$ cat config.mk
export PLATFORM = sky130hd
export DESIGN_NAME = fuzzy_scheduled_lqr_drive
export DESIGN_NICKNAME = d
export VERILOG_FILES = /design/src/rtl/fsld_pkg.sv /design/src/rtl/fsld_sched.sv /design/src/rtl/fsld_sum.sv /design/src/rtl/fsld_out.sv /design/src/rtl/fuzzy_scheduled_lqr_drive.sv
export VERILOG_INCLUDE_DIRS = /design/src /design/src/rtl
export SDC_FILE = /design/constraint.sdc
export NUM_CORES = 2
export LEC_CHECK = 0
export BUFFER_PORTS_ARGS = -buffer_cell sky130_fd_sc_hd__buf_2
export CAP_MARGIN = 20
export CORE_MARGIN = 3
export CORE_UTILIZATION = 55
export DETAILED_ROUTE_END_ITERATION = 12
export GPL_TIMING_DRIVEN = 1
export MAX_ROUTING_LAYER = met4
export PLACE_DENSITY_LB_ADDON = 0.3
export SLEW_MARGIN = 0
export SYNTH_ARGS = -nofsm -noshare
export SYNTH_HDL_FRONTEND = slang
export SYNTH_HIERARCHICAL = 1
export SYNTH_SLANG_ARGS = --single-unit
$ cat constraint.sdc
create_clock -name clk -period 15.35 [get_ports clk]
set_input_delay 3.8375 -clock clk [delete_from_list [all_inputs] [get_ports clk]]
set_output_delay 3.8375 -clock clk [all_outputs]
set_load 0.005 [all_outputs]
$ cat src/rtl/fuzzy_scheduled_lqr_drive_macros.svh
// Assertion macros for the drive pipeline; used by fsld_out.
// No dependencies; included by the files that carry assertions.
`ifndef FUZZY_SCHEDULED_LQR_DRIVE_MACROS_SVH
`define FUZZY_SCHEDULED_LQR_DRIVE_MACROS_SVH

`ifndef SYNTHESIS
// same-cycle implication
`define FSLD_ASSERT_IMP(lbl, ck, rn, ante, cons) \
	lbl: assert property (@(posedge ck) disable iff (!(rn)) (ante) |-> (cons)) \
		else $error("fsld assertion failed");
// next-cycle implication
`define FSLD_ASSERT_NXT(lbl, ck, rn, ante, cons) \
	lbl: assert property (@(posedge ck) disable iff (!(rn)) (ante) |=> (cons)) \
		else $error("fsld assertion failed");
`else
`define FSLD_ASSERT_IMP(lbl, ck, rn, ante, cons)
`define FSLD_ASSERT_NXT(lbl, ck, rn, ante, cons)
`endif

`endif

$ cat src/rtl/fsld_pkg.sv
// Types, constants and the target-tilt table of the fuzzy scheduled LQR drive.
// No dependencies; imported by every module of the block.
package fsld_pkg;

	// state fixed point format
	localparam int F = 12;                 // STATE_FRAC_BITS, range 8..16
	localparam int VOLT_FRAC = 8;          // drive is volts * 2^8
	localparam int REG_W = 12;             // config register width
	localparam int DRV_W = 13;

	// fuzzy schedule breakpoints in degrees, weights in twentieths
	localparam logic [7:0] BP_LOW = 8'd115;
	localparam logic [7:0] BP_MID = 8'd135;
	localparam logic [7:0] BP_HIGH = 8'd155;
	localparam int WH_W = 5;
	localparam logic [WH_W-1:0] W_FULL = WH_W'(20);

	// target tilt: (500 + wm)/40 degrees, to radians via pi/180 in Q30
	localparam longint DEG2RAD_Q30 = 64'sd18740330;
	localparam longint TGT_BASE = 64'sd500;
	localparam int TGT_W = F - 1;
	typedef logic [20:0][TGT_W-1:0] tgt_lut_t;

	// datapath widths
	localparam int ERR_W = 17;
	localparam int KT_W = 11;
	localparam int PW = 21;                // wh * 16-bit state
	localparam int P_W = 28;               // kt * err
	localparam int R_W = 33;               // gain sum of the high set terms
	localparam int S_W = 38;               // full weighted sum
	localparam int MAG_W = S_W - 1;

	// rounding divide by 20000 * 2^F = 625 * 2^(F+5)
	localparam int DEN_SHIFT = F + 5;
	localparam int NUM_W = MAG_W + VOLT_FRAC + 1;
	localparam int N1_W = NUM_W - DEN_SHIFT;
	localparam int K_SHIFT = N1_W + 10;
	localparam int RC_W = K_SHIFT - 9;
	localparam int PROD_W = N1_W + RC_W;
	localparam int Q_W = PROD_W - K_SHIFT;
	localparam int M_W = Q_W + 1;
	localparam longint DEN_ODD = 64'sd625;
	localparam longint RECIP_L = ((longint'(1) <<< K_SHIFT) + DEN_ODD - 1) / DEN_ODD;
	localparam logic [RC_W-1:0] RECIP = RC_W'(RECIP_L);
	localparam logic [NUM_W-1:0] ROUND_ADD = NUM_W'(longint'(10000) <<< F);

	// config register indexes and reset values
	localparam int CFG_IDX_W = 2;
	localparam logic [CFG_IDX_W-1:0] CFG_KICK = 2'd0;
	localparam logic [CFG_IDX_W-1:0] CFG_VMAX = 2'd1;
	localparam logic [CFG_IDX_W-1:0] CFG_DZONE = 2'd2;
	localparam logic [REG_W-1:0] KICK_RST = 12'd205;
	localparam logic [REG_W-1:0] VMAX_RST = 12'd2560;
	localparam logic [REG_W-1:0] DZONE_RST = 12'd20;

	typedef struct packed {
		logic [7:0]         servo_angle;
		logic signed [15:0] tilt;
		logic signed [15:0] tilt_rate;
		logic signed [15:0] position;
		logic signed [15:0] velocity;
	} sample_t;

	typedef struct packed {
		logic signed [DRV_W-1:0] drive_voltage;
		logic                    clipped;
	} result_t;

	typedef struct packed {
		logic [REG_W-1:0] kick;
		logic [REG_W-1:0] vmax;
		logic [REG_W-1:0] dzone;
	} cfg_t;

	// scheduler stage word
	typedef struct packed {
		logic signed [ERR_W-1:0] err;
		logic [KT_W-1:0]         kt;
		logic [WH_W-1:0]         wh;
		logic signed [PW-1:0]    p_rate;
		logic signed [PW-1:0]    p_pos;
		logic signed [PW-1:0]    p_vel;
	} sched_t;

	// sum stage word
	typedef struct packed {
		logic signed [S_W-1:0] s;
		logic                  dz;
	} sum_t;

	// target tilt per mid weight, rounded to nearest
	localparam longint TGT_DEN = longint'(40) <<< 30;
	localparam longint TGT_HALF = TGT_DEN >>> 1;
	localparam longint TGT_STEP = DEG2RAD_Q30 <<< F;
	localparam tgt_lut_t TARGET_LUT = {
		TGT_W'(((TGT_BASE + 20) * TGT_STEP + TGT_HALF) / TGT_DEN),
		TGT_W'(((TGT_BASE + 19) * TGT_STEP + TGT_HALF) / TGT_DEN),
		TGT_W'(((TGT_BASE + 18) * TGT_STEP + TGT_HALF) / TGT_DEN),
		TGT_W'(((TGT_BASE + 17) * TGT_STEP + TGT_HALF) / TGT_DEN),
		TGT_W'(((TGT_BASE + 16) * TGT_STEP + TGT_HALF) / TGT_DEN),
		TGT_W'(((TGT_BASE + 15) * TGT_STEP + TGT_HALF) / TGT_DEN),
		TGT_W'(((TGT_BASE + 14) * TGT_STEP + TGT_HALF) / TGT_DEN),
		TGT_W'(((TGT_BASE + 13) * TGT_STEP + TGT_HALF) / TGT_DEN),
		TGT_W'(((TGT_BASE + 12) * TGT_STEP + TGT_HALF) / TGT_DEN),
		TGT_W'(((TGT_BASE + 11) * TGT_STEP + TGT_HALF) / TGT_DEN),
		TGT_W'(((TGT_BASE + 10) * TGT_STEP + TGT_HALF) / TGT_DEN),
		TGT_W'(((TGT_BASE + 9) * TGT_STEP + TGT_HALF) / TGT_DEN),
		TGT_W'(((TGT_BASE + 8) * TGT_STEP + TGT_HALF) / TGT_DEN),
		TGT_W'(((TGT_BASE + 7) * TGT_STEP + TGT_HALF) / TGT_DEN),
		TGT_W'(((TGT_BASE + 6) * TGT_STEP + TGT_HALF) / TGT_DEN),
		TGT_W'(((TGT_BASE + 5) * TGT_STEP + TGT_HALF) / TGT_DEN),
		TGT_W'(((TGT_BASE + 4) * TGT_STEP + TGT_HALF) / TGT_DEN),
		TGT_W'(((TGT_BASE + 3) * TGT_STEP + TGT_HALF) / TGT_DEN),
		TGT_W'(((TGT_BASE + 2) * TGT_STEP + TGT_HALF) / TGT_DEN),
		TGT_W'(((TGT_BASE + 1) * TGT_STEP + TGT_HALF) / TGT_DEN),
		TGT_W'(((TGT_BASE + 0) * TGT_STEP + TGT_HALF) / TGT_DEN)
	};

endpackage

$ cat src/rtl/fsld_sched.sv
// Stages 1-2: fuzzy memberships, target tilt, tilt error, gains, high-set products.
// Depends on fsld_pkg.
module fsld_sched
	import fsld_pkg::*;
(
	input  logic    clk,
	input  logic    arst_n,
	input  logic    in_vld,
	input  sample_t sample,
	output logic    v_s2,
	output sched_t  sched_s2
);

	logic            v_s1;
	sample_t         smp_s1;
	logic [WH_W-1:0] wm_s1;
	logic [WH_W-1:0] wh_s1;
	logic [WH_W-1:0] wm_d;
	logic [WH_W-1:0] wh_d;
	logic [TGT_W-1:0] target;
	sched_t          sched_d;

	// triangular memberships; low weight is implied by the other two
	always_comb begin
		wm_d = '0;
		wh_d = '0;
		if (sample.servo_angle <= BP_LOW) begin
			wm_d = '0;
		end else if (sample.servo_angle <= BP_MID) begin
			wm_d = WH_W'(sample.servo_angle - BP_LOW);
		end else if (sample.servo_angle <= BP_HIGH) begin
			wm_d = WH_W'(BP_HIGH - sample.servo_angle);
			wh_d = WH_W'(sample.servo_angle - BP_MID);
		end else begin
			wh_d = W_FULL;
		end
	end

	// valid bits
	always_ff @(posedge clk or negedge arst_n) begin
		if (!arst_n) begin
			v_s1 <= 1'b0;
			v_s2 <= 1'b0;
		end else begin
			v_s1 <= in_vld;
			v_s2 <= v_s1;
		end
	end

	// stage 2: error, gain and products of the high-set weight
	always_comb begin
		target = TARGET_LUT[wm_s1];
		sched_d.err = ERR_W'(smp_s1.tilt) - ERR_W'(signed'({1'b0, target}));
		sched_d.kt = KT_W'(1000) + KT_W'(wm_s1) * KT_W'(10) + KT_W'(wh_s1) * KT_W'(20);
		sched_d.wh = wh_s1;
		sched_d.p_rate = PW'(signed'({1'b0, wh_s1})) * PW'(smp_s1.tilt_rate);
		sched_d.p_pos = PW'(signed'({1'b0, wh_s1})) * PW'(smp_s1.position);
		sched_d.p_vel = PW'(signed'({1'b0, wh_s1})) * PW'(smp_s1.velocity);
	end

	// payload
	always_ff @(posedge clk) begin
		smp_s1 <= sample;
		wm_s1 <= wm_d;
		wh_s1 <= wh_d;
		sched_s2 <= sched_d;
	end

endmodule

$ cat src/rtl/fsld_sum.sv
// Stages 3-4: gain products, deadzone test, exact weighted sum.
// Depends on fsld_pkg.
module fsld_sum
	import fsld_pkg::*;
(
	input  logic   clk,
	input  logic   arst_n,
	input  cfg_t   cfg,
	input  logic   v_s2,
	input  sched_t sched_s2,
	output logic   v_s4,
	output sum_t   sum_s4
);

	localparam logic signed [R_W-1:0] C_RATE = R_W'(3000);
	localparam logic signed [R_W-1:0] C_POS = R_W'(100);
	localparam logic signed [R_W-1:0] C_VEL = R_W'(1000);
	localparam logic signed [R_W-1:0] C_OFS = R_W'(longint'(90) <<< F);
	localparam logic signed [S_W-1:0] C_TILT = S_W'(1000);

	logic                  v_s3;
	logic signed [P_W-1:0] p_kt_s3;
	logic signed [R_W-1:0] r_s3;
	logic                  dz_s3;
	logic [ERR_W-1:0]      aerr;
	logic signed [R_W-1:0] r_d;

	// high-set terms and the 0.03 tilt-rate offset
	always_comb begin
		r_d = R_W'(sched_s2.p_rate) * C_RATE + R_W'(sched_s2.p_pos) * C_POS
			+ R_W'(sched_s2.p_vel) * C_VEL + R_W'(signed'({1'b0, sched_s2.wh})) * C_OFS;
		aerr = sched_s2.err[ERR_W-1] ? ERR_W'(-sched_s2.err) : ERR_W'(sched_s2.err);
	end

	always_ff @(posedge clk or negedge arst_n) begin
		if (!arst_n) begin
			v_s3 <= 1'b0;
			v_s4 <= 1'b0;
		end else begin
			v_s3 <= v_s2;
			v_s4 <= v_s3;
		end
	end

	// stage 3: tilt gain product; stage 4: full sum
	always_ff @(posedge clk) begin
		p_kt_s3 <= P_W'(signed'({1'b0, sched_s2.kt})) * P_W'(sched_s2.err);
		r_s3 <= r_d;
		dz_s3 <= (aerr < ERR_W'(cfg.dzone));
		sum_s4.s <= S_W'(p_kt_s3) * C_TILT + S_W'(r_s3);
		sum_s4.dz <= dz_s3;
	end

endmodule

$ cat src/rtl/fsld_out.sv
// Stages 5-7 and output register: rounding divide, friction kick, clamp, deadzone.
// Depends on fsld_pkg and fuzzy_scheduled_lqr_drive_macros.svh.
`include "fuzzy_scheduled_lqr_drive_macros.svh"
module fsld_out
	import fsld_pkg::*;
(
	input  logic    clk,
	input  logic    arst_n,
	input  cfg_t    cfg,
	input  logic    v_s4,
	input  sum_t    sum_s4,
	output logic    done,
	output result_t result
);

	logic                v_s5, v_s6, v_s7;
	logic                neg_s5, neg_s6, neg_s7;
	logic                zero_s5, zero_s6;
	logic                dz_s5, dz_s6, dz_s7;
	logic [N1_W-1:0]     n1_s5;
	logic [PROD_W-1:0]   prod_s6;
	logic [REG_W-1:0]    mag_s7;
	logic                clip_s7;
	logic [MAG_W-1:0]    mag_abs;
	logic [NUM_W-1:0]    num;
	logic [Q_W-1:0]      q;
	logic [M_W-1:0]      m;
	logic                clip_d;
	logic [DRV_W-1:0]    drv_mag;

	// stage 5: magnitude, add half the divisor, drop the power of two
	always_comb begin
		mag_abs = sum_s4.s[S_W-1] ? MAG_W'(-sum_s4.s) : MAG_W'(sum_s4.s);
		num = {1'b0, mag_abs, {VOLT_FRAC{1'b0}}} + ROUND_ADD;
	end

	// stage 7: quotient, kick, symmetric clamp on the magnitude
	always_comb begin
		q = prod_s6[PROD_W-1:K_SHIFT];
		m = zero_s6 ? '0 : M_W'(q) + M_W'(cfg.kick);
		clip_d = (m > M_W'(cfg.vmax));
		drv_mag = {1'b0, mag_s7};
	end

	always_ff @(posedge clk or negedge arst_n) begin
		if (!arst_n) begin
			v_s5 <= 1'b0;
			v_s6 <= 1'b0;
			v_s7 <= 1'b0;
			done <= 1'b0;
		end else begin
			v_s5 <= v_s4;
			v_s6 <= v_s5;
			v_s7 <= v_s6;
			done <= v_s7;
		end
	end

	// payload stages
	always_ff @(posedge clk) begin
		neg_s5 <= sum_s4.s[S_W-1];
		zero_s5 <= (sum_s4.s == '0);
		dz_s5 <= sum_s4.dz;
		n1_s5 <= num[NUM_W-1:DEN_SHIFT];

		// divide by 625 through the reciprocal
		prod_s6 <= PROD_W'(n1_s5) * PROD_W'(RECIP);
		neg_s6 <= neg_s5;
		zero_s6 <= zero_s5;
		dz_s6 <= dz_s5;

		mag_s7 <= clip_d ? cfg.vmax : m[REG_W-1:0];
		clip_s7 <= clip_d;
		neg_s7 <= neg_s6;
		dz_s7 <= dz_s6;

		// drive opposes the sum; deadzone forces zero
		if (dz_s7) begin
			result.drive_voltage <= '0;
			result.clipped <= 1'b0;
		end else begin
			result.drive_voltage <= neg_s7 ? drv_mag : DRV_W'(-drv_mag);
			result.clipped <= clip_s7;
		end
	end

	`FSLD_ASSERT_NXT(a_zero_no_kick, clk, arst_n, v_s6 && zero_s6, (mag_s7 == '0) && !clip_s7)
	`FSLD_ASSERT_NXT(a_no_drop, clk, arst_n, v_s7, done)
	`FSLD_ASSERT_IMP(a_no_extra, clk, arst_n, done, $past(v_s7))

endmodule

$ cat src/rtl/fuzzy_scheduled_lqr_drive.sv
// Top level of the fuzzy gain-scheduled LQR drive: config registers and pipeline.
// Depends on fsld_pkg, fsld_sched, fsld_sum and fsld_out.
//
//  channel   handshake                  word
//  --------  -------------------------  ---------------------------------
//  sample    start, busy (always low)   sample_t: angle and four states
//  result    done strobe, one cycle     result_t: drive_voltage, clipped
//  config    cfg_valid, cfg_ready       cfg_index, cfg_data (12 bits)
//
// One sample enters every cycle; its result leaves on done.
// The pipeline is seven stages plus the output register; among them are the tilt-gain
// multiply, the 38-bit sum and the reciprocal divide.
// Reset clears valid bits and loads the config reset values; no clearing pass.
// The receiver cannot stall, so nothing ever holds the pipeline.
module fuzzy_scheduled_lqr_drive
	import fsld_pkg::*;
(
	input  logic                 clk,
	input  logic                 arst_n,
	input  logic                 start,
	output logic                 busy,
	input  sample_t              sample,
	output logic                 done,
	output result_t              result,
	input  logic                 cfg_valid,
	output logic                 cfg_ready,
	input  logic [CFG_IDX_W-1:0] cfg_index,
	input  logic [REG_W-1:0]     cfg_data
);

	cfg_t   cfg_q;
	logic   v_s2, v_s4;
	sched_t sched_s2;
	sum_t   sum_s4;

	assign busy = 1'b0;
	assign cfg_ready = 1'b1;

	// config registers; unknown index ignored
	always_ff @(posedge clk or negedge arst_n) begin
		if (!arst_n) begin
			cfg_q.kick <= KICK_RST;
			cfg_q.vmax <= VMAX_RST;
			cfg_q.dzone <= DZONE_RST;
		end else if (cfg_valid && cfg_ready) begin
			case (cfg_index)
				CFG_KICK: cfg_q.kick <= cfg_data;
				CFG_VMAX: cfg_q.vmax <= cfg_data;
				CFG_DZONE: cfg_q.dzone <= cfg_data;
				default: ;
			endcase
		end
	end

	fsld_sched u_sched (
		.clk      (clk),
		.arst_n   (arst_n),
		.in_vld   (start && !busy),
		.sample   (sample),
		.v_s2     (v_s2),
		.sched_s2 (sched_s2)
	);

	fsld_sum u_sum (
		.clk      (clk),
		.arst_n   (arst_n),
		.cfg      (cfg_q),
		.v_s2     (v_s2),
		.sched_s2 (sched_s2),
		.v_s4     (v_s4),
		.sum_s4   (sum_s4)
	);

	fsld_out u_out (
		.clk    (clk),
		.arst_n (arst_n),
		.cfg    (cfg_q),
		.v_s4   (v_s4),
		.sum_s4 (sum_s4),
		.done   (done),
		.result (result)
	);

endmodule

==> summary.md <==
| Metric | Value |
|---|---|
| DIE HEIGHT | `~350 um` |
| Final RePlAce weighted congestion | `1.09` |
| Reg2reg path depth | `30` |
| Slew @ Worst Pin | `1.11 ns` |
| Most frequent CP cell | `fa_1` |
| Max Transition Viols Final | `0` |
| Area Overhead vs Synth | `6.28%` |
| DP HPWL | `128 mm` |
| Critical Path End | `u_sum/r_s3[32]$_DFF_P_` |
| WP depth | `30` |
| RSZ-0062 raised after global routing | `false` |
| EDFF count, synth | `0` |
| Die footprint | `122,000 um^2` |
| Startpoint Class | `flop` |
| CTS tree | `done` |
| Clk sinks | `402` |
| Worst Hold Class | `flop to flop` |
| Critical path buffers and inverters | `3` |
| Met1 Wirelength | `63.6 mm` |
| Max-slew headroom | `0.262` |
| DR WL met2 | `approximately 73 mm` |
| Worst path top cell family by delay | `adder cells` |
| Worst EP required | `15.88 ns` |
| Vias/cell | `5.33` |
| Final net count | `9,014` |
| Post_cts resized | `0` |
| Post-CTS Setup Repair Bufs | `0` |
| Tot GR Track Use | `0.261` |
| Total Routed Length | `149 mm` |
| Post-Syn Area | `64,700 um^2` |
| DIE WIDTH | `349 um` |
| Worst path max stage delay | `~0.54 ns` |
| Tcrit/Tclk final | `0.530` |
| Arrival time worst endpoint | `8.66 ns` |
| Worst R2R Start | `u_sched/sched_s2[7]$_DFF_P_` |
| Mapped Avg Cell Area | `~9.5 um^2` |
| Vias in the first global route | `48,100` |
| Hold buffers post-CTS | `0` |
| Initial DRC count | `around 2,300` |
| Minimum clock period | `8.13 ns` |
| Outcome | `completed` |
| # port buffers | `104` |
| Worst setup EP type | `flop` |
| Worst-skew pair later-pin latency | `around 0.66 ns` |
| Routed Antenna Nets | `0` |
| Fmax | `approximately 120 MHz` |
| Yosys reg bits | `~400` |
| MaxCap Viol Count | `0` |
| Met3 Wirelength | `6.22 mm` |
| Crit Path Max Fanout | `6` |
| Placed cell area | `66,800 um^2` |
| Initial antenna violation count | `7` |
| Core area | `~120,000 um^2` |
| Yosys cell types | `107` |
| CP Launch Point | `u_sched/sched_s2[7]$_DFF_P_` |
| Pin count of the biggest net entering global routing | `53` |
| Initial Util | `0.555` |
| Max layer used | `met4` |
| IO Pins | `107` |
| Num CTS Buffers | `53` |
| Reg-to-Reg End | `u_sum/r_s3[32]$_DFF_P_` |
| Clk root buf | `clkbuf_16` |
| CTS max path bufs | `3` |
| Final Hold Vio Count | `0` |
| Crit Path Category | `flop to flop` |
| Sequential area share after synthesis | `0.128` |
| CP max stage cell | `fa_1` |
| Overflow after GRT | `0` |
| Clock skew | `0.0267 ns` |
| Filler cell count | `a little under 10,000` |
| Row count | `125` |
| Prevailing post-synth register cell | `dfxtp_1` |
| Detailed Routing Iterations Pass 1 | `5` |
| Drt wl/cell | `17.7 um` |
| Async SR Flop Fraction | `0.109` |
| Clock-pin slew on the worst setup and hold paths | `0.06 ns` |
| Synth warnings | `6` |
| H-tree depth | `2` |
| Vias | `44,900` |
| Final setup fails | `0` |
| Post-layout util | `0.590` |
| First-pass GRT wire length | `248 mm` |
| Synthesized instance count | `6,788` |
| DRC viols | `0` |
| Final Cell Area | `68,800 um^2` |
| TNS Setup | `0 ns` |
| R2r setup slk | `7.22 ns` |
| Share of cells above drive strength 1 | `0.0486` |
[how the worst min path moves through the flow]
stage                                 start                       to  depth (start not counted)
floorplan           u_sum/sum_s4[0]$_DFF_P_      u_out/dz_s5$_DFF_P_                          0
global placement        u_sum/dz_s3$_DFF_P_  u_sum/sum_s4[0]$_DFF_P_                          0
detailed placement    u_sum/r_s3[2]$_DFF_P_  u_sum/sum_s4[3]$_DFF_P_                          0
CTS                   u_sum/r_s3[2]$_DFF_P_  u_sum/sum_s4[3]$_DFF_P_                          0
global route            u_sum/dz_s3$_DFF_P_  u_sum/sum_s4[0]$_DFF_P_                          0
finish                u_sum/r_s3[2]$_DFF_P_  u_sum/sum_s4[3]$_DFF_P_                          0
[final cells by class]
| type | count | area (um^2) | area share |
|---|---|---|---|
| well taps | 1524 | 1910 | 0.0277 |
| multi-input cells | 4589 | 49600 | 0.721 |
| clock buffers | 66 | 1490 | 0.0216 |
| repair buffers | 115 | 616 | 0.00895 |
| clock inverters | 34 | 502 | 0.00730 |
| flip-flops and latches | 402 | 8280 | 0.120 |
| inverters | 1694 | 6360 | 0.0925 |
| diodes | 3 | 7.51 | 0.000109 |
[Yosys cell counts (25+ instances only)]
cell / count / area (um^2)
a31oi_1: 30 / 188
a21o_1: 112 / 841
o21a_1: 44 / 330
xor2_1: 91 / 797
nor2_1: 232 / 871
inv_1: 1691 / 6350
or3_1: 31 / 194
nand2_1: 299 / 1120
o211ai_1: 26 / 195
nand3_1: 58 / 290
nor2b_1: 48 / 300
nor3_1: 62 / 310
and2_1: 309 / 1930
clkbuf_1: 86 / 323
ha_1: 1023 / 12800
xnor2_1: 271 / 2370
o21ai_0: 157 / 786
fa_1: 1046 / 20900
nand4_1: 25 / 156
a211oi_1: 26 / 195
a21oi_1: 278 / 1390
nand2b_1: 38 / 238
dfrtp_1: 35 / 876
dfxtp_1: 358 / 7170
and3_1: 28 / 175
mux2_2: 46 / 518
o21bai_1: 45 / 338
[through the flow]
stage | hold WS [ns] | setup slack [ns] | instances
6_report | 0.325 | 7.22 | 8427
5_1_grt | 0.329 | 6.78 | 8427
3_5_place_dp | 0.314 | 7.31 | 8323
3_3_place_gp | 0.311 | 7.34 | 8323
4_1_cts | 0.328 | 7.24 | 8423
2_1_floorplan | 0.310 | 7.93 | 6789
[layer usage]
layer | GRT usage | vias to the layer above
li1 | - | 21500
met1 | 0.326 | 22200
met2 | 0.440 | 980
met3 | 0.0265 | 272
met4 | 0.101 | 0
met5 | - | -
[state kept, by name (all words and copies together), names as in the netlist, 5 cells and up]
register          cells
u_sched/sched_s2     95
u_sched/smp_s1       64
u_sum/sum_s4         37
cfg_q                36
u_sum/r_s3           31
u_out/n1_s5          29
u_sum/p_kt_s3        28
u_out/prod_s6        20
u_out/result         14
u_out/mag_s7         12
u_sched/target        8
u_sched/wh_s1         5
u_sched/wm_s1         5
[worst reg2reg max path: cells and delay by family, from the launching register on]
family                     cells  cell delay, ns
DFF                            1            0.51
AOI/OAI and AO/OA             13            2.70
and+or+nand+nor                3            0.33
adders and majority gates      8            3.50
xor gates and xnor gates       3            0.79
buffers and inverters          3            0.18
[layout by cell type, fill, tap and decap left out, types with 35 or more instances in the layout]
cell,n
inv_1,1691
fa_1,1046
ha_1,1023
dfxtp_1,354
and2_1,309
nand2_1,299
a21oi_1,278
xnor2_1,271
nor2_1,232
o21ai_0,157
a21o_1,112
buf_2,104
xor2_1,91
nor3_1,62
nand3_1,58
clkbuf_16,54
nor2b_1,48
mux2_2,46
o21bai_1,45
o21a_1,44
nand2b_1,38
dfrtp_1,35
[logic make-up after synthesis]
family / Yosys count / synth area share
xor+xnor: 363 / 0.0493
compound gates: 887 / 0.0896
buf+inv: 1798 / 0.105
simple gates: 1208 / 0.0962
other cells: 4 / 0.000232
fa+ha+maj: 2070 / 0.522
flops: 402 / 0.128
mux: 56 / 0.00957
Power is left out: the tool's default activity adds up to more than one toggle a clock period on the data nets, which glitch-free logic cannot reach.
